`src/hw/rtl/kcl_pkg.sv`:
```
// ----------------------------------------------------------------------------
// kcl_pkg: shared types and constants of the keypad code lock
// Key codes, result codes, configuration defaults and the structs that pass
// between the timeout check, the lock engine and the top level.
// ----------------------------------------------------------------------------
package kcl_pkg;

    // Default depth of the entry and stored code buffers.
    localparam int MAX_DIGITS_DEF = 16;

    // Reset code is 1,2,...,8.
    localparam int RST_CODE_LEN = 8;

    localparam int KEY_W      = 4;
    localparam int TICK_W     = 32;
    localparam int TMO_W      = 16;
    localparam int ARM_W      = 2;
    localparam int MINLEN_W   = 5;
    localparam int LEN_W      = 5;
    localparam int CFG_IDX_W  = 2;
    localparam int CFG_DATA_W = 16;

    localparam logic [KEY_W-1:0] KEY_DIGIT_MAX = 4'd9;
    localparam logic [KEY_W-1:0] KEY_CONFIRM   = 4'd10;
    localparam logic [KEY_W-1:0] KEY_ABORT     = 4'd11;

    // Configuration register indexes.
    localparam logic [CFG_IDX_W-1:0] REG_ENTRY_TMO   = 2'd0;
    localparam logic [CFG_IDX_W-1:0] REG_SETTING_TMO = 2'd1;
    localparam logic [CFG_IDX_W-1:0] REG_ARM_ENTERS  = 2'd2;
    localparam logic [CFG_IDX_W-1:0] REG_MIN_LEN     = 2'd3;

    localparam logic [TMO_W-1:0]    ENTRY_TMO_RST   = 16'd6000;
    localparam logic [TMO_W-1:0]    SETTING_TMO_RST = 16'd10000;
    localparam logic [ARM_W-1:0]    ARM_ENTERS_RST  = 2'd3;
    localparam logic [MINLEN_W-1:0] MIN_LEN_RST     = 5'd4;

    typedef enum logic [3:0] {
        EV_NONE          = 4'd0,
        EV_DIGIT_OK      = 4'd1,
        EV_DIGIT_REJ     = 4'd2,
        EV_UNLOCK        = 4'd3,
        EV_WRONG_CODE    = 4'd4,
        EV_ENTER_COUNTED = 4'd5,
        EV_SETTING_ARMED = 4'd6,
        EV_CODE_SAVED    = 4'd7,
        EV_BAD_LENGTH    = 4'd8,
        EV_CANCEL        = 4'd9
    } event_t;

    typedef enum logic [1:0] {
        TMO_NONE    = 2'd0,
        TMO_ENTRY   = 2'd1,
        TMO_SETTING = 2'd2
    } tmo_kind_t;

    typedef struct packed {
        logic entry_hit;
        logic setting_hit;
    } tmo_hit_t;

    typedef struct packed {
        event_t           ev;
        tmo_kind_t        tkind;
        logic             unlock;
        logic [LEN_W-1:0] len;
        logic             setting;
    } result_t;

endpackage

```
`src/hw/rtl/kcl_timeout.sv`:
```
// ----------------------------------------------------------------------------
// kcl_timeout: idle gap check
// Compares the wrapped tick gap since the previous press with the limit of
// the current mode. No check is made while the previous tick is zero.
// ----------------------------------------------------------------------------
module kcl_timeout (
    input  logic [kcl_pkg::TICK_W-1:0] tick_time,
    input  logic [kcl_pkg::TICK_W-1:0] last_tick,
    input  logic                       setting_mode,
    input  logic [kcl_pkg::TMO_W-1:0]  entry_tmo,
    input  logic [kcl_pkg::TMO_W-1:0]  setting_tmo,
    output kcl_pkg::tmo_hit_t          hit
);

    logic [kcl_pkg::TICK_W-1:0] gap;
    logic [kcl_pkg::TMO_W-1:0]  limit;
    logic                       expired;

    // Unsigned subtraction wraps modulo 2^32 on its own.
    assign gap     = tick_time - last_tick;
    assign limit   = setting_mode ? setting_tmo : entry_tmo;
    assign expired = (last_tick != '0) && (gap > kcl_pkg::TICK_W'(limit));

    assign hit.entry_hit   = expired && !setting_mode;
    assign hit.setting_hit = expired && setting_mode;

endmodule

```
`src/hw/rtl/kcl_engine.sv`:
```
// ----------------------------------------------------------------------------
// kcl_engine: lock state and key handling
// Holds the entry buffer, the stored code, the enter run counter and the
// setting mode flag, and works out one result for each key press.
// ----------------------------------------------------------------------------
module kcl_engine #(
    parameter int MAX_DIGITS = kcl_pkg::MAX_DIGITS_DEF
) (
    input  logic                         aclk,
    input  logic                         aresetn,
    input  logic                         fire,
    input  logic [kcl_pkg::KEY_W-1:0]    key_code,
    input  logic [kcl_pkg::TICK_W-1:0]   tick_time,
    input  logic                         door_open,
    input  logic [kcl_pkg::TMO_W-1:0]    entry_tmo,
    input  logic [kcl_pkg::TMO_W-1:0]    setting_tmo,
    input  logic [kcl_pkg::ARM_W-1:0]    arm_enters,
    input  logic [kcl_pkg::MINLEN_W-1:0] min_len,
    output kcl_pkg::result_t             res
);

    localparam int CNT_W = $clog2(MAX_DIGITS + 1);
    localparam int IDX_W = $clog2(MAX_DIGITS);
    // The stored length must hold the reset code length as well.
    localparam int SC_W  = (CNT_W > 4) ? CNT_W : 4;
    localparam int CMP_W = (CNT_W > kcl_pkg::MINLEN_W) ? CNT_W : kcl_pkg::MINLEN_W;
    localparam logic [CNT_W-1:0] CNT_MAX = CNT_W'(MAX_DIGITS);

    logic [kcl_pkg::KEY_W-1:0]  entry_digits_reg [MAX_DIGITS];
    logic [kcl_pkg::KEY_W-1:0]  stored_digits_reg [MAX_DIGITS];
    logic [CNT_W-1:0]           entry_count_reg, entry_count_next;
    logic [SC_W-1:0]            stored_count_reg, stored_count_next;
    logic [kcl_pkg::ARM_W-1:0]  enter_run_reg, enter_run_next;
    logic                       setting_mode_reg, setting_mode_next;
    logic [kcl_pkg::TICK_W-1:0] last_tick_reg;

    kcl_pkg::tmo_hit_t            hit;
    logic [CNT_W-1:0]             cnt_a;
    logic [kcl_pkg::ARM_W-1:0]    run_a;
    logic [kcl_pkg::ARM_W-1:0]    run_inc;
    logic                         set_a;
    logic [kcl_pkg::MINLEN_W-1:0] min_eff;
    logic [MAX_DIGITS-1:0]        digit_diff;
    logic                         code_match;
    logic                         digit_wr;
    logic                         code_store;
    logic [IDX_W-1:0]             wr_idx;

    kcl_timeout u_timeout (
        .tick_time    (tick_time),
        .last_tick    (last_tick_reg),
        .setting_mode (setting_mode_reg),
        .entry_tmo    (entry_tmo),
        .setting_tmo  (setting_tmo),
        .hit          (hit)
    );

    // State as it stands after the idle gap check.
    assign cnt_a = (hit.entry_hit || hit.setting_hit) ? '0 : entry_count_reg;
    assign run_a = (hit.entry_hit || hit.setting_hit) ? '0 : enter_run_reg;
    assign set_a = setting_mode_reg && !hit.setting_hit;

    assign run_inc = run_a + kcl_pkg::ARM_W'(1);
    assign min_eff = (min_len == '0) ? kcl_pkg::MINLEN_W'(1) : min_len;
    assign wr_idx  = cnt_a[IDX_W-1:0];

    // Only digits below the entry length take part in the compare.
    always_comb begin
        for (int i = 0; i < MAX_DIGITS; i++) begin
            digit_diff[i] = (CNT_W'(i) < cnt_a)
                && (entry_digits_reg[i] != stored_digits_reg[i]);
        end
    end
    assign code_match = (SC_W'(cnt_a) == stored_count_reg) && (digit_diff == '0);

    always_comb begin
        entry_count_next  = cnt_a;
        stored_count_next = stored_count_reg;
        enter_run_next    = run_a;
        setting_mode_next = set_a;
        digit_wr          = 1'b0;
        code_store        = 1'b0;
        res.ev            = kcl_pkg::EV_NONE;
        res.unlock        = 1'b0;
        if (key_code == kcl_pkg::KEY_CONFIRM) begin
            enter_run_next = '0;
            if (set_a) begin
                if (CMP_W'(cnt_a) >= CMP_W'(min_eff)) begin
                    code_store        = 1'b1;
                    stored_count_next = SC_W'(cnt_a);
                    setting_mode_next = 1'b0;
                    entry_count_next  = '0;
                    res.ev            = kcl_pkg::EV_CODE_SAVED;
                end else begin
                    res.ev = kcl_pkg::EV_BAD_LENGTH;
                end
            end else if (door_open && cnt_a == '0) begin
                if (run_inc >= arm_enters) begin
                    setting_mode_next = 1'b1;
                    res.ev            = kcl_pkg::EV_SETTING_ARMED;
                end else begin
                    enter_run_next = run_inc;
                    res.ev         = kcl_pkg::EV_ENTER_COUNTED;
                end
            end else if (cnt_a != '0) begin
                entry_count_next = '0;
                if (code_match) begin
                    res.unlock = 1'b1;
                    res.ev     = kcl_pkg::EV_UNLOCK;
                end else begin
                    res.ev = kcl_pkg::EV_WRONG_CODE;
                end
            end
        end else if (key_code == kcl_pkg::KEY_ABORT) begin
            res.ev = kcl_pkg::EV_CANCEL;
        end else if (key_code <= kcl_pkg::KEY_DIGIT_MAX) begin
            if (cnt_a < CNT_MAX) begin
                digit_wr         = 1'b1;
                entry_count_next = cnt_a + CNT_W'(1);
                enter_run_next   = '0;
                res.ev           = kcl_pkg::EV_DIGIT_OK;
            end else begin
                res.ev = kcl_pkg::EV_DIGIT_REJ;
            end
        end
        res.tkind   = hit.setting_hit ? kcl_pkg::TMO_SETTING
                    : (hit.entry_hit ? kcl_pkg::TMO_ENTRY : kcl_pkg::TMO_NONE);
        res.len     = kcl_pkg::LEN_W'(entry_count_next);
        res.setting = setting_mode_next;
    end

    always_ff @(posedge aclk) begin
        if (!aresetn) begin
            entry_count_reg  <= '0;
            stored_count_reg <= SC_W'(kcl_pkg::RST_CODE_LEN);
            enter_run_reg    <= '0;
            setting_mode_reg <= 1'b0;
            last_tick_reg    <= '0;
            for (int i = 0; i < MAX_DIGITS; i++) begin
                stored_digits_reg[i] <= (i < kcl_pkg::RST_CODE_LEN)
                    ? kcl_pkg::KEY_W'(i + 1) : '0;
            end
        end else if (fire) begin
            entry_count_reg  <= entry_count_next;
            stored_count_reg <= stored_count_next;
            enter_run_reg    <= enter_run_next;
            setting_mode_reg <= setting_mode_next;
            last_tick_reg    <= tick_time;
            // Digits past the new length are copied too; they are never compared.
            if (code_store) begin
                stored_digits_reg <= entry_digits_reg;
            end
        end
    end

    always_ff @(posedge aclk) begin
        if (fire && digit_wr) begin
            entry_digits_reg[wr_idx] <= key_code;
        end
    end

    a_count_bound: assert property (@(posedge aclk) disable iff (!aresetn)
        entry_count_reg <= CNT_MAX)
        else $error("entry count above buffer depth");

    a_unlock_clears: assert property (@(posedge aclk) disable iff (!aresetn)
        fire && res.unlock |=> entry_count_reg == '0 && !setting_mode_reg)
        else $error("unlock left digits or setting mode behind");

    a_setting_by_enter: assert property (@(posedge aclk) disable iff (!aresetn)
        $rose(setting_mode_reg) |-> $past(fire) && $past(key_code) == kcl_pkg::KEY_CONFIRM)
        else $error("setting mode entered without an enter press");

endmodule

```
`src/hw/rtl/keypad_code_lock.sv`:
```
// ----------------------------------------------------------------------------
// keypad_code_lock: keypad code lock, top level
// Input register, lock engine and result register, with the configuration
// registers.
//
//   Channel   Direction  Fields (lowest bit up)
//   s_        in         key_code[3:0], tick_time[35:4], door_open[36]
//   m_        out        event_res[3:0], timeout_kind[5:4], unlock_command[6],
//                        entry_length[11:7], setting_active[12]
//   cfg_      in         0 entry timeout, 1 setting timeout, 2 arm enters, 3 min length
//
// One transaction per cycle sustained while m_ is not stalled; a result is presented
// on m_ once its transaction has passed the input register, then the result register.
// The key is handled combinationally between the two registers, where the
// 32-bit gap subtract and the parallel code compare set the path.
// Reset is synchronous and restores the default code 12345678 and the defaults
// of all configuration registers; no clearing pass is needed.
// A stall on m_tready holds the result and the waiting input; s_tready drops in
// the same cycle unless the input register is empty, which then takes one more.
// ----------------------------------------------------------------------------
module keypad_code_lock #(
    parameter int MAX_DIGITS = kcl_pkg::MAX_DIGITS_DEF
) (
    input  logic                           aclk,
    input  logic                           aresetn,
    input  logic                           s_tvalid,
    output logic                           s_tready,
    // key_code[3:0], tick_time[35:4], door_open[36], zero[39:37]
    input  logic [39:0]                    s_tdata,
    output logic                           m_tvalid,
    input  logic                           m_tready,
    // event_res[3:0], timeout_kind[5:4], unlock_command[6], entry_length[11:7],
    // setting_active[12], zero[15:13]
    output logic [15:0]                    m_tdata,
    input  logic                           cfg_we,
    input  logic [kcl_pkg::CFG_IDX_W-1:0]  cfg_idx,
    input  logic [kcl_pkg::CFG_DATA_W-1:0] cfg_wdata
);

    logic                         in_valid_reg, in_valid_next;
    logic [kcl_pkg::KEY_W-1:0]    key_reg;
    logic [kcl_pkg::TICK_W-1:0]   tick_reg;
    logic                         door_reg;
    logic                         m_valid_reg, m_valid_next;
    kcl_pkg::result_t             res;
    kcl_pkg::result_t             res_reg;
    logic [kcl_pkg::TMO_W-1:0]    entry_tmo_reg;
    logic [kcl_pkg::TMO_W-1:0]    setting_tmo_reg;
    logic [kcl_pkg::ARM_W-1:0]    arm_enters_reg;
    logic [kcl_pkg::MINLEN_W-1:0] min_len_reg;
    logic                         out_free;
    logic                         fire;
    logic                         s_accept;

    assign out_free = !m_valid_reg || m_tready;
    assign fire     = in_valid_reg && out_free;
    assign s_tready = !in_valid_reg || out_free;
    assign s_accept = s_tvalid && s_tready;

    assign in_valid_next = s_accept || (in_valid_reg && !fire);
    assign m_valid_next  = fire || (m_valid_reg && !m_tready);

    always_ff @(posedge aclk) begin
        if (!aresetn) begin
            in_valid_reg    <= 1'b0;
            m_valid_reg     <= 1'b0;
            entry_tmo_reg   <= kcl_pkg::ENTRY_TMO_RST;
            setting_tmo_reg <= kcl_pkg::SETTING_TMO_RST;
            arm_enters_reg  <= kcl_pkg::ARM_ENTERS_RST;
            min_len_reg     <= kcl_pkg::MIN_LEN_RST;
        end else begin
            in_valid_reg <= in_valid_next;
            m_valid_reg  <= m_valid_next;
            if (cfg_we) begin
                case (cfg_idx)
                    kcl_pkg::REG_ENTRY_TMO:   entry_tmo_reg   <= cfg_wdata;
                    kcl_pkg::REG_SETTING_TMO: setting_tmo_reg <= cfg_wdata;
                    kcl_pkg::REG_ARM_ENTERS:  arm_enters_reg  <= cfg_wdata[kcl_pkg::ARM_W-1:0];
                    kcl_pkg::REG_MIN_LEN:     min_len_reg     <= cfg_wdata[kcl_pkg::MINLEN_W-1:0];
                    default: ;
                endcase
            end
        end
    end

    always_ff @(posedge aclk) begin
        if (s_accept) begin
            key_reg  <= s_tdata[3:0];
            tick_reg <= s_tdata[35:4];
            door_reg <= s_tdata[36];
        end
        if (fire) begin
            res_reg <= res;
        end
    end

    kcl_engine #(
        .MAX_DIGITS (MAX_DIGITS)
    ) u_engine (
        .aclk        (aclk),
        .aresetn     (aresetn),
        .fire        (fire),
        .key_code    (key_reg),
        .tick_time   (tick_reg),
        .door_open   (door_reg),
        .entry_tmo   (entry_tmo_reg),
        .setting_tmo (setting_tmo_reg),
        .arm_enters  (arm_enters_reg),
        .min_len     (min_len_reg),
        .res         (res)
    );

    assign m_tvalid = m_valid_reg;
    assign m_tdata  = {3'b000, res_reg.setting, res_reg.len, res_reg.unlock,
                       res_reg.tkind, res_reg.ev};

    a_fire_shows: assert property (@(posedge aclk) disable iff (!aresetn)
        fire |=> m_valid_reg)
        else $error("handled transaction did not reach the result register");

    a_ready_empty: assert property (@(posedge aclk) disable iff (!aresetn)
        !in_valid_reg |-> s_tready)
        else $error("input register empty but not ready");

    a_unlock_event: assert property (@(posedge aclk) disable iff (!aresetn)
        m_valid_reg && res_reg.unlock |-> res_reg.ev == kcl_pkg::EV_UNLOCK)
        else $error("unlock command without unlock event");

endmodule
```
`config.mk`:
```
export PLATFORM = sky130hd
export DESIGN_NAME = keypad_code_lock
export DESIGN_NICKNAME = d
export VERILOG_FILES = /design/src/hw/rtl/kcl_pkg.sv /design/src/hw/rtl/kcl_timeout.sv /design/src/hw/rtl/kcl_engine.sv /design/src/hw/rtl/keypad_code_lock.sv
export SDC_FILE = /design/constraint.sdc
export NUM_CORES = 1
export LEC_CHECK = 0
export BUFFER_PORTS_ARGS = -buffer_cell sky130_fd_sc_hd__buf_2
export CAP_MARGIN = 25
export CORE_UTILIZATION = 41
export DETAILED_ROUTE_END_ITERATION = 10
export PLACE_DENSITY = 0.63
export SETUP_SLACK_MARGIN = 0.3
export SLEW_MARGIN = 5
export SYNTH_ARGS = -nofsm -noshare
export SYNTH_HDL_FRONTEND = slang
export SYNTH_SLANG_ARGS = --single-unit
```
`constraint.sdc`:
```
create_clock -name aclk -period 8.4 [get_ports aclk]
set_input_delay 0.84 -clock aclk [delete_from_list [all_inputs] [get_ports aclk]]
set_output_delay 0.84 -clock aclk [all_outputs]
set_load 0.03 [all_outputs]
```
# [Yosys cells after proc, flatten, opt, wreduce, memory -nomap -nowiden]
# Cells that the tools add are included.
[classes] n_addsub=3 n_lt_le_gt_ge=23 n_eq_ne=22 n_mux=46 bitwise_logic=3 n_reduce_logical=52
[ops] cell="bitwise mux 64 bit" count=1
[ops] cell="inequality test 4 bit" count=16
[ops] cell="two-way mux 5 bit" count=10
[ops] cell="less-than comparator 4 x 5 -> 1 bit, first input constant" count=8
[ops] cell="> comparator 32 x 16 -> 1 bit" count=1
[ops] cell="two-way mux 4 bit" count=8
[ops] cell="nonzero test 32 bit" count=1
[ops] cell="subtractor 32 bit" count=1
[ops] cell="logical AND 1 bit" count=28
[ops] cell="less-than comparator 3 x 5 -> 1 bit, first input constant" count=4
[ops] cell="two-way mux 2 bit" count=10
[ops] cell="demux 4 bit (select 4 bit)" count=1
[ops] cell="logical NOT 16 bit" count=1
[ops] cell="two-way mux 16 bit" count=1
[ops] cell="two-way mux 1 bit" count=14
[ops] cell="logical NOT 5 bit" count=2
[ops] cell="less-than comparator 1 x 5 -> 1 bit, first input constant" count=2
[ops] cell="less-than comparator 2 x 5 -> 1 bit, first input constant" count=2
[ops] cell="AND reduction 2 bit" count=5
[ops] cell="== test 4 bit, second input constant" count=2
[ops] cell="logical NOT 1 bit" count=6
[ops] cell="adder 5 x 1 -> 5 bit, second input constant" count=1
[ops] cell="== test 5 bit" count=1
[ops] cell=">= comparator 5 bit" count=1
[ops] cell="other kinds (16)" count=22
[totals] reg_bits=264 inputBits=63 out_inout_bits=18 word_cells=200

# [Logic depth before layout (Yosys ltp)]
# Gate-level depths: netlist of run 1.
[logic_depth] depth_word=15 mapped_depth=36 mapped_depth_nobuf=31

# [By module]
# From an unflattened synthesis of run 1, not the netlist that was laid out.
[unflattened] cells_unflattened=1339 area_unflattened_um2=13370.3
[by_module_without_submodules] module="kcl_engine" n_inst=1 cells_per_inst=754 area_each_um2=7638.6 seq_area_each_um2=4103.9
[by_module_without_submodules] module="keypad_code_lock" n_inst=1 cells_per_inst=223 area_each_um2=3195.6 seq_area_each_um2=2322.2
[by_module_without_submodules] module="kcl_timeout" n_inst=1 cells_per_inst=362 area_each_um2=2536.2 seq_area_each_um2=0.0

# [Worst setup path after synthesis of run 1]
# Ideal clock, no wire load.
[synth_timing] path_type="flip-flop to flip-flop" from="reg tick_reg[0] (netlist name)" to="reg u_engine.stored_count_reg[3]" setup_ns=0.129 arrival_time_ns=6.444 required_time_ns=8.271 slack_ns=1.827 path_stages_with_launch=37 n_path_buf=5 synth_period_minus_slack_ns=6.573 path_cell_list="edfxtp_1 -> inv_1 -> ha_1 -> fa_1 -> nand2b_1 -> a21oi_1 -> o31ai_1 -> nand2_1 -> a21o_1 -> a21oi_1 -> xnor2_1 -> ha_1 -> nand4_1 -> nor3_1 -> a21boi_0 -> o31a_1 -> a2111oi_0 -> o2111ai_1 -> a2111o_1 -> o31ai_4 -> buf_4 -> buf_2 -> nand2_1 -> ha_1 -> nand2b_1 -> a21oi_1 -> nor2b_1 -> o21ai_0 -> nand2b_1 -> a21oi_1 -> nor2_1 -> nand4_1 -> buf_2 -> buf_6 -> buf_6 -> mux2i_1 -> nand2_1"
[synth_between] elab_chain_cells=8 word_cells_on_any_way=11 classes_between="1 x add/sub; 2 x order compare; 1 x mux; 7 x reduce/logical"
[synth_rtl] item="start, declared" line_no="keypad_code_lock.sv:42" rtl="logic [kcl_pkg::TICK_W-1:0] tick_reg;"
[synth_rtl] item="start signal, assigned" line_no="keypad_code_lock.sv:89" rtl="tick_reg <= s_tdata[35:4];"
[synth_rtl] item="subtractor 32 bit *" line_no="kcl_timeout.sv:20" rtl="assign gap = tick_time - last_tick;"
[synth_rtl] item="> comparator 32 x 16 -> 1 bit *" line_no="kcl_timeout.sv:22" rtl="assign expired = (last_tick != '0) && (gap > kcl_pkg::TICK_W'(limit));"
[synth_rtl] item="logical AND 1 bit *" line_no="kcl_timeout.sv:22"
[synth_rtl] item="logical AND 1 bit (on tied branches)" line_no="kcl_timeout.sv:24, kcl_timeout.sv:25"
[synth_rtl] item="logical OR 1 bit" line_no="kcl_engine.sv:59" rtl="assign cnt_a = (hit.entry_hit || hit.setting_hit) ? '0 : entry_count_reg;"
[synth_rtl] item="two-way mux 5 bit" line_no="kcl_engine.sv:59"
[synth_rtl] item=">= comparator 5 bit" line_no="kcl_engine.sv:88" rtl="if (CMP_W'(cnt_a) >= CMP_W'(min_eff)) begin"
[synth_rtl] item="AND reduction 4 bit (no line)"
[synth_rtl] item="end signal, assigned" line_no="kcl_engine.sv:135" rtl="stored_count_reg <= SC_W'(kcl_pkg::RST_CODE_LEN);"
[synth_rtl] item="end signal, assigned" line_no="kcl_engine.sv:145" rtl="stored_count_reg <= stored_count_next;"
[synth_rtl] item="end, declared" line_no="kcl_engine.sv:32" rtl="logic [SC_W-1:0] stored_count_reg, stored_count_next;"
# Mark *: on every way between the ends. The rest lies on a longest branch, timed or not.
# A chain may end at the register's enable or synchronous reset.

# [Worst setup path after layout of run 1]
[layout_timing] from="reg tick_reg[1] (netlist name)" to="reg u_engine.stored_digits_reg[60] (netlist name)"
[layout_between] elab_chain_cells=11 word_cells_on_any_way=14 classes_between="1 x add/sub; 2 x order compare; 4 x mux; 7 x reduce/logical"
[layout_rtl] item="subtractor 32 bit *" line_no="kcl_timeout.sv:20"
[layout_rtl] item="> comparator 32 x 16 -> 1 bit *" line_no="kcl_timeout.sv:22"
[layout_rtl] item="logical AND 1 bit *" line_no="kcl_timeout.sv:22"
[layout_rtl] item="logical AND 1 bit (on tied branches)" line_no="kcl_timeout.sv:24, kcl_timeout.sv:25"
[layout_rtl] item="logical OR 1 bit" line_no="kcl_engine.sv:59"
[layout_rtl] item="two-way mux 5 bit" line_no="kcl_engine.sv:59"
[layout_rtl] item=">= comparator 5 bit" line_no="kcl_engine.sv:88"
[layout_rtl] item="two-way mux 1 bit" line_no="kcl_engine.sv:88"
[layout_rtl] item="two-way mux 1 bit *" line_no="kcl_engine.sv:87" rtl="if (set_a) begin"
[layout_rtl] item="two-way mux 1 bit *" line_no="kcl_engine.sv:85" rtl="if (key_code == kcl_pkg::KEY_CONFIRM) begin"
[layout_rtl] item="AND reduction 2 bit (no line) *"
[layout_rtl] item="end signal, assigned by index" line_no="kcl_engine.sv:140" rtl="stored_digits_reg[i] <= (i < kcl_pkg::RST_CODE_LEN)"
[layout_rtl] item="end signal, assigned" line_no="kcl_engine.sv:151" rtl="stored_digits_reg <= entry_digits_reg;"
[layout_rtl] item="end, declared" line_no="kcl_engine.sv:30" rtl="logic [kcl_pkg::KEY_W-1:0] stored_digits_reg [MAX_DIGITS];"
# Marks and branches as above.

==> run summary, run 1 <==
• status: finished, final reports clean
• Max-cap violations: 0
• Post-synth EDFFs: 114
• hold slack final: 0.465 ns
• most common flop cell mapped by yosys: dfxtp_1
• crit-path max FO: 26
• sequential-to-total area share from yosys stat: 48.1%
• Setup-failing EPs final: 0
• Setup Buffers After CTS: 0
• layout filler cell count: 2994
• Port Buf Inserts: 74
• detailed-route wire length per cell: 16.2 um
• remaining antenna violation count: 0
• fraction of final layout cells with drive strength greater than 1: 10.7%
• CP max stage cell: edfxtp_1
• post-synthesis average cell area: 9.94 sq um
• post-route clock skew: 0.0131 ns
• CTS tree: yes
• via count of the first global-routing pass: 9551
• maximum number of pins on one net before global-route repair: 108
• fraction of synthesis flops using an asynchronous set or reset pin: 0%
• drt drc: 0
• post-synthesis sequential element count: 264
• total via count after detailed routing: 9791
• DP Wirelength: 20800 um
• Syn-to-layout area delta: 13.2%
• Worst Path Required: 8.81 ns
• global-route wire length before repair: 49300 um
• worst supply voltage drop on vdd: 0.155 mV
• shortest clock period the worst path allows after layout: 7.52 ns
• Total Routing Usage GR: 18.3%
• I/O pin count: 81
• H-Tree Depth: 1
• antenna violations before repair: 1
• final-stage net count: 1523
• average vias per placed instance: 5.27
• number of optimization iterations in the first detailed-route pass: 5
• clock latency of the later-clocked register in the worst-skew pair: 0.55 ns
• period utilization: 89.6%
• Hold Crit Class: in2reg
• overall routed net length: 30100 um
• worst slew margin relative to its limit: 35.8%
• Fmax: 133 MHz
• gr ovfl total: 0
• core area: 31800 sq um
• clock tree sinks: 264
• worst stage delay on the critical path: 0.47 ns
• library cell used as clock root buffer: clkbuf_16
• Bufs on Longest Clock Path: 3
• arrival time at the worst endpoint: 7.94 ns
• Post-Route Setup TNS: 0 ns
• First DRT Iteration DRCs: 604
• Hold Violations, Final: 0
• static leakage: 6.05 nW
• Total Power Consumption: 0.00298 W
• y dimension of the die: 182 um
• number of max-slew violations in the final report: 0
• Post-Synthesis Cells: 1344
• die footprint: 33300 sq um
• final weighted congestion in routability-driven placement: 0.880
• critical path start-end classification: reg2reg
• cell area power density: 197 nW/um^2
• type of origin of the critical path: flop
• core occupancy in the finished layout: 47.6%
• setup repair after global routing missed its margin: no
• total number of placement rows: 65
• effective utilization at floorplan: 42.0%
• horizontal die dimension: 182 um
• clock-pin slew on the worst setup and hold paths: 0.06 ns
• count of distinct cell types in the synthesized netlist: 68
• nature of the critical path endpoint: flop
• hold buffer count at CTS: 0
• count of warnings emitted by yosys: 0
• clock buffer count from CTS: 28
• summed instance area of the synthesized netlist: 13400 sq um
• Least-Margin Pin Slew: 0.963 ns
[metrics by stage]
stage | setup WS (ns) | cell area (sq um) | instances
floorplan | 1.83 | 13400 | 1346
finish | 0.877 | 15100 | 1859
CTS | 0.884 | 15100 | 1856
detailed placement | 0.935 | 14100 | 1804
global route | 0.389 | 15100 | 1858
global placement | 1.01 | 14100 | 1803
[area by class of cell]
type                       count  area [sq um]  share of cell area, %
inverter                      53           199                   1.32
multi-input combinational    965          6460                   42.7
antenna                        1          2.50                 0.0165
clock inverter                14           161                   1.07
sequential                   264          6430                   42.5
clock buffer                  38           790                   5.22
timing repair buffer          89           541                   3.57
tap                          435           544                   3.60
[metal layers]
| metal | wire length [um] | track usage, % | share of wire (%) | vias up |
|---|---|---|---|---|
| met5 | 0 | 0 | 0 | - |
| met2 | 15100 | 33.0 | 50 | 194 |
| met4 | 624 | 4.74 | 2.1 | 0 |
| met1 | 13300 | 23.0 | 44 | 4673 |
| li1 | - | - | - | 4887 |
| met3 | 1100 | 2.31 | 3.7 | 37 |
[power breakdown]
group | switching (W) | internal [W] | leakage [nW] | total (W)
logic | 0.000203 | 0.000127 | 3.30 | 0.000330
registers | 0.0000237 | 0.00137 | 2.28 | 0.00139
clock network | 0.000507 | 0.000752 | 0.467 | 0.00126
[Yosys cell counts (6+ instances only)]
cell,number,area [sq um]
nand2_1,206,773
dfxtp_1,150,3000
edfxtp_1,114,3420
mux2i_1,90,901
nor2b_1,69,432
a21boi_0,59,443
a21oi_1,59,295
ha_1,58,726
nor2_1,54,203
inv_1,53,199
xnor2_1,49,429
clkbuf_1,44,165
xor2_1,38,333
o21ai_0,33,165
nand3_1,29,145
nand4_1,24,150
nor3_1,19,95.1
nor4_1,16,100
a21o_1,15,113
nand2b_1,13,81.3
o21a_1,12,90.1
a211oi_1,10,75.1
and3_1,9,56.3
o211ai_1,9,67.6
and2_1,8,50.1
buf_2,8,40.0
o2111ai_1,7,61.3
o31ai_1,6,45.0
[layout by cell type (no fill, tap or decap), types with 9 or more instances in the layout]
master / Yosys / routed
inv_1: 53 / 52
nand2_1: 206 / 206
ha_1: 58 / 58
nor2_1: 54 / 54
nor2b_1: 69 / 69
clkbuf_16: 0 / 29
nand4_1: 24 / 24
nand3_1: 29 / 29
a21oi_1: 59 / 59
a211oi_1: 10 / 10
mux2i_1: 90 / 90
o21ai_0: 33 / 33
a21o_1: 15 / 15
nor4_1: 16 / 16
buf_4: 4 / 11
buf_2: 8 / 74
nand2b_1: 13 / 13
o211ai_1: 9 / 9
a21boi_0: 59 / 59
xor2_1: 38 / 38
nor3_1: 19 / 19
xnor2_1: 49 / 49
o21a_1: 12 / 12
edfxtp_1: 114 / 114
dfxtp_1: 150 / 150
and3_1: 9 / 9
[critical path: cells and delay by family (launching register included)]
family	cells	cell delay (ns)
compound gates	13	3.58
simple gates	10	1.51
fa+ha+maj	3	0.96
flops	1	0.47
xor+xnor	1	0.35
buf+inv	1	0.28
mux	1	0.20
[cell families (layout without fill, tap and decap cells)]
group | after synthesis | count (layout) | share of synthesized area (%)
compound gates | 261 | 261 | 13.5
xor+xnor | 87 | 87 | 5.71
fa+ha+maj | 59 | 59 | 5.58
buf+inv | 117 | 194 | 3.64
flops | 264 | 264 | 48.1
mux | 91 | 91 | 6.83
other cells | 1 | 4 | 0.0281
simple gates | 464 | 464 | 16.5
[path summary, 6_finish.rpt]
check | startpoint | endpoint | slack, ns | depth (start not counted)
max | tick_reg[1] | u_engine.stored_digits_reg[60] | 0.88 | 29
min | s_tdata[23] | tick_reg[19] | 0.46 | 1
max reg2reg | tick_reg[1] | u_engine.stored_digits_reg[60] | 0.88 | 29
min reg2reg | setting_tmo_reg[0] | setting_tmo_reg[0] | 0.46 | 2
[what timing repair did]
item / CTS / global route
resized for setup: 0 / 1
setup endpoints to repair: 0 / 56
endpoints found under the hold margin: 0 / 0
(Power assumes the default switching activity.)
==> inputs of run 2 (changes only) <==
Settings changed: CORE_ASPECT_RATIO set to 1.4, HOLD_SLACK_MARGIN set to 0.03.
==> run summary, run 2 (same netlist as run 1, synthesis figures left out) <==
• status: finished, final reports clean
• global-route met3 utilization: 2.05%
• CP max stage cell: o31ai_1
• Port Buf Inserts: 74
• Syn-to-layout area delta: 12.6%
• hold path cells: 2
• post-route cell area: 15000 sq um
• Setup WS post-layout: 1.09 ns
• met1 track utilization from global routing: 21.1%
• antenna violations before repair: 0
• number of optimization iterations in the first detailed-route pass: 5
• arrival time at the worst endpoint: 7.64 ns
• clock tree sinks: 264
• layout filler cell count: 2984
• Crit path top cell by count: a21oi_1
• Bufs on Longest Clock Path: 3
• detailed-route wire length per cell: 17.0 um
• GR Util met2: 35.7%
• Max-cap violations: 0
• overall routed net length: 30900 um
• die footprint: 33300 sq um
• Total Power Consumption: 0.00300 W
• post-route clock skew: 0.0153 ns
• path depth of the worst reg2reg path: 31
• switching power summed over all nets: 0.000734 W
• total via count after detailed routing: 9710
• period utilization: 87.1%
• hold buffer count at CTS: 0
• Hold Violations, Final: 0
• final-stage net count: 1520
• top library cells by usage in the layout, fill and taps aside: 206 x nand2_1, 150 x dfxtp_1, 114 x edfxtp_1
• switching part of the total: 24.5%
• Setup-failing EPs final: 0
• fraction of final layout cells with drive strength greater than 1: 10.2%
• sequential group share of total power: 46.6%
• Post-Route Setup TNS: 0 ns
• Total Routing Usage GR: 18.7%
• nature of the critical path endpoint: flop
• number of max-slew violations in the final report: 0
• part of the total power dissipated in the clock network: 42.5%
• Least-Margin Pin Slew: 1.06 ns
• effective utilization at floorplan: 42.0%
• total number of placement rows: 77
• remaining antenna violation count: 0
• clock-pin slew on the worst setup and hold paths: 0.06 ns
• gr ovfl total: 0
• critical path start-end classification: reg2reg
• worst slew margin relative to its limit: 29.3%
• type of origin of the critical path: flop
• Post-Place Worst Slack: 1.04 ns
• static leakage: 6.03 nW
• First DRT Iteration DRCs: 464
• Internal Dissipation: 0.00227 W
• DP Area: 14000 sq um
• DP Wirelength: 21800 um
• library cell used as clock root buffer: clkbuf_16
• most frequent standard cell in the layout excluding fill and tap cells: nand2_1
• area occupied by registers: 6430 sq um
• Antenna diodes: 0
• via count of the first global-routing pass: 9742
• area of the multi-input gates: 6450 sq um
• drt drc: 0
• shortest clock period the worst path allows after layout: 7.31 ns
• combinational share of power: 10.9%
• clock buffer count from CTS: 28
• Hold Crit Class: reg2reg
• worst supply voltage drop on vdd: 0.171 mV
• final weighted congestion in routability-driven placement: 0.879
• I/O pin count: 81
• y dimension of the die: 216 um
• global-route layer with the greatest usage: met2
• average vias per placed instance: 5.35
• cell area power density: 200 nW/um^2
• H-Tree Depth: 1
• crit-path max FO: 6
• CTS tree: yes
• global-route wire length before repair: 49900 um
• worst stage delay on the critical path: 0.71 ns
• clock latency of the later-clocked register in the worst-skew pair: 0.54 ns
• Fmax: 137 MHz
• Worst Path Required: 8.73 ns
• horizontal die dimension: 155 um
• Resize count post-CTS: 0
• setup repair after global routing missed its margin: no
• Setup Buffers After CTS: 0
• maximum number of pins on one net before global-route repair: 103
• core area: 31800 sq um
==> run 2: cell count changes in the layout (fill, tap and decap cells not counted), sizes merged <==
cell / change
clkinv: +2
inv: -1
diode: -1
bufinv: +1
clkbuf: -1
buf: -4
==> run 2: layout make-up <==
class	count	share of cell area [%]
Multi-Input combinational cell	965	42.9
Sequential cell	264	42.8
Clock buffer	36	5.14
Timing Repair Buffer	86	3.36
Tap cell	395	3.29
Inverter	53	1.32
Clock inverter	16	1.19
==> run 2: final timing paths <==
check	start	end	slack, ns
worst max register to register	tick_reg[0]	m_tdata[9]	1.09
worst max-delay path	tick_reg[0]	m_tdata[9]	1.09
worst min-delay path	entry_tmo_reg[7]	entry_tmo_reg[7]	0.46
worst min register to register	entry_tmo_reg[7]	entry_tmo_reg[7]	0.46
==> run 2: power groups by stage <==
stage | combinational [W] | clock (W) | sequential, W
CTS | 0.000327 | 0.00131 | 0.00140
finish | 0.000328 | 0.00128 | 0.00140
floorplan | 0.000231 | 0 | 0.00142
detailed placement | 0.000325 | 0 | 0.00143
global route | 0.000367 | 0.00136 | 0.00140
global placement | 0.000322 | 0 | 0.00142
==> run 2: critical path, delay by kind of cell (launching register included) <==
| family | cells | cell delay, ns |
|---|---|---|
| fa+ha+maj | 4 | 0.97 |
| compound gates | 15 | 4.28 |
| flops | 1 | 0.39 |
| buf+inv | 1 | 0.08 |
| xor+xnor | 1 | 0.15 |
| simple gates | 10 | 1.24 |
==> run 2: metrics by stage <==
step           hold slack [ns]  std cells  util [%]
2_1_floorplan            0.440       1346         -
3_3_place_gp             0.449       1761      44.2
3_5_place_dp             0.454       1761      44.2
4_1_cts                  0.449       1813      47.2
5_1_grt                  0.452       1815      47.3
6_report                 0.462       1815      47.3
==> run 2: per-layer routing <==
| layer | vias to the layer above | share of wire [%] | wire length, um |
|---|---|---|---|
| li1 | 4861 | - | - |
| met1 | 4631 | 41 | 12500 |
| met2 | 151 | 53 | 16400 |
| met3 | 67 | 2.8 | 866 |
| met4 | 0 | 3.2 | 1000 |
| met5 | - | 0 | 0 |
==> inputs of run 3 (changes only) <==
Settings changed: CORE_UTILIZATION 41 to 55, PLACE_DENSITY 0.63 to 0.79, SKIP_CTS_REPAIR_TIMING set to 1.
==> run summary, run 3 (same netlist as run 1, synthesis figures left out) <==
• Reg-to-Reg Start: tick_reg[0]
• average vias per placed instance: 5.74
• switching part of the total: 24.7%
• reg-to-reg setup timing slack: 0.89 ns
• status: finished, final reports clean
• Worst Path Required: 8.80 ns
• type of origin of the critical path: flop
• clock buffer count from CTS: 25
• CTS tree: yes
• global-route met3 utilization: 2.39%
• combinational share of power: 11.7%
• H-Tree Depth: 1
• Post-Place Worst Slack: 0.749 ns
• sequential group share of total power: 49.0%
• detailed-route wire length per cell: 17.0 um
• layout filler cell count: 2014
• area of the multi-input gates: 6450 sq um
• critical path start-end classification: reg2reg
• total via count after detailed routing: 9904
• Total Power Consumption: 0.00284 W
• last element of the critical path: u_engine.stored_digits_reg[35]
• GR Util met2: 45.6%
• hold path cells: 2
• total number of placement rows: 67
• switching power summed over all nets: 0.000703 W
• post-route clock skew: 0.0126 ns
• Syn-to-layout area delta: 10.8%
• clock-pin slew on the worst setup and hold paths: 0.06 ns
• overall routed net length: 29400 um
• Worst R2R End: u_engine.stored_digits_reg[35]
• worst slew margin relative to its limit: 29.1%
• die footprint: 24900 sq um
• most frequent standard cell in the layout excluding fill and tap cells: nand2_1
• First DRT Iteration DRCs: 467
• Bufs on Longest Clock Path: 3
• Least-Margin Pin Slew: 1.06 ns
• clock tree sinks: 264
• Hold Crit Class: reg2reg
• static leakage: 5.97 nW
• clock latency of the later-clocked register in the worst-skew pair: 0.53 ns
• arrival time at the worst endpoint: 7.90 ns
• path depth of the worst reg2reg path: 32
• maximum number of pins on one net before global-route repair: 116
• Critical Path Start: tick_reg[0]
• Total Routing Usage GR: 23.6%
• y dimension of the die: 186 um
• final-stage net count: 1519
• CP max stage cell: o31ai_2
• top library cells by usage in the layout, fill and taps aside: 206 x nand2_1, 150 x dfxtp_1, 114 x edfxtp_1
• number of gates on the worst path with buffers counted: 32
• effective utilization at floorplan: 55.9%
• crit-path max FO: 40
• global-route wire length before repair: 47000 um
• combined buffer and inverter count along the critical path: 2
• area occupied by registers: 6430 sq um
• via count of the first global-routing pass: 9774
• worst stage delay on the critical path: 0.58 ns
• period utilization: 89.4%
• Port Buf Inserts: 74
• number of optimization iterations in the first detailed-route pass: 5
• Fmax: 133 MHz
• drt drc: 0
• Hold Violations, Final: 0
• Max-cap violations: 0
• cell area power density: 192 nW/um^2
• shortest clock period the worst path allows after layout: 7.51 ns
• met1 track utilization from global routing: 25.1%
• part of the total power dissipated in the clock network: 39.3%
• setup repair after global routing missed its margin: no
• horizontal die dimension: 134 um
• Internal Dissipation: 0.00214 W
• fraction of final layout cells with drive strength greater than 1: 10.2%
• Crit path top cell by count: a21oi_1
• hold slack final: 0.464 ns
• final weighted congestion in routability-driven placement: 0.934
• gr ovfl total: 0
• antenna violations before repair: 0
• number of max-slew violations in the final report: 0
• nature of the critical path endpoint: flop
• Worst path top cell family by delay: compound AO/OA/AOI/OAI gates
• Post-Route Setup TNS: 0 ns
• I/O pin count: 81
• core area: 23900 sq um
• global-route layer with the greatest usage: met2
• Setup-failing EPs final: 0
• worst supply voltage drop on vdd: 0.170 mV
• remaining antenna violation count: 0
• Setup WS post-layout: 0.894 ns
• library cell used as clock root buffer: clkbuf_16
• Antenna diodes: 0
• DP Wirelength: 20700 um
## run 3: changes by cell type in the layout (fill, tap and decap cells not counted), moves of 2 or more
cell / change
clkbuf_8: -2
clkbuf_16: -4
clkinv_2: +5
clkinv_1: -6
## run 3: final cells by class
type,instances,area share [%]
multi-input combinational,965,43.6
clock buffer,31,4.38
inverter,53,1.35
timing repair buffer,88,3.54
sequential,264,43.4
tap,310,2.62
clock inverter,14,1.02
## run 3: how the worst min path moves through the flow
stage | slack [ns] | startpoint | end
floorplan | 0.44 | entry_tmo_reg[12] | entry_tmo_reg[12]
global placement | 0.45 | entry_tmo_reg[12] | entry_tmo_reg[12]
detailed placement | 0.45 | entry_tmo_reg[8] | entry_tmo_reg[8]
CTS | 0.47 | s_tdata[13] | tick_reg[9]
global route | 0.47 | s_tdata[3] | key_reg[3]
finish | 0.46 | setting_tmo_reg[14] | setting_tmo_reg[14]
## run 3: worst register-to-register path, delay by kind of cell (launching register included)
family,cells,cell delay [ns]
fa+ha+maj,4,1.02
flops,1,0.43
xor+xnor,1,0.19
buf+inv,2,0.41
compound gates,13,3.53
simple gates,11,1.50
mux,1,0.29
## run 3: per-layer routing
layer / wire (um) / share of wire [%] / up-vias
met5: 0 / 0 / -
met2: 16100 / 55 / 212
met4: 1220 / 4.2 / 0
li1: - / - / 4863
met3: 976 / 3.3 / 76
met1: 11100 / 38 / 4753
## run 3: stage by stage
step                      cells  util [%]  area, sq um
after floorplan            1346         -        13400
after global placement     1677      58.4        13900
after detailed placement   1678      58.4        14000
after CTS                  1723      61.7        14800
after global routing       1725      61.9        14800
final                      1725      61.9        14800
## run 3: power by group through the flow
| stage | registers (W) | logic [W] | clock network (W) |
|---|---|---|---|
| global route | 0.00140 | 0.000366 | 0.00119 |
| CTS | 0.00139 | 0.000327 | 0.00114 |
| finish | 0.00139 | 0.000332 | 0.00112 |
| global placement | 0.00142 | 0.000318 | 0 |
| floorplan | 0.00142 | 0.000231 | 0 |
| detailed placement | 0.00142 | 0.000325 | 0 |
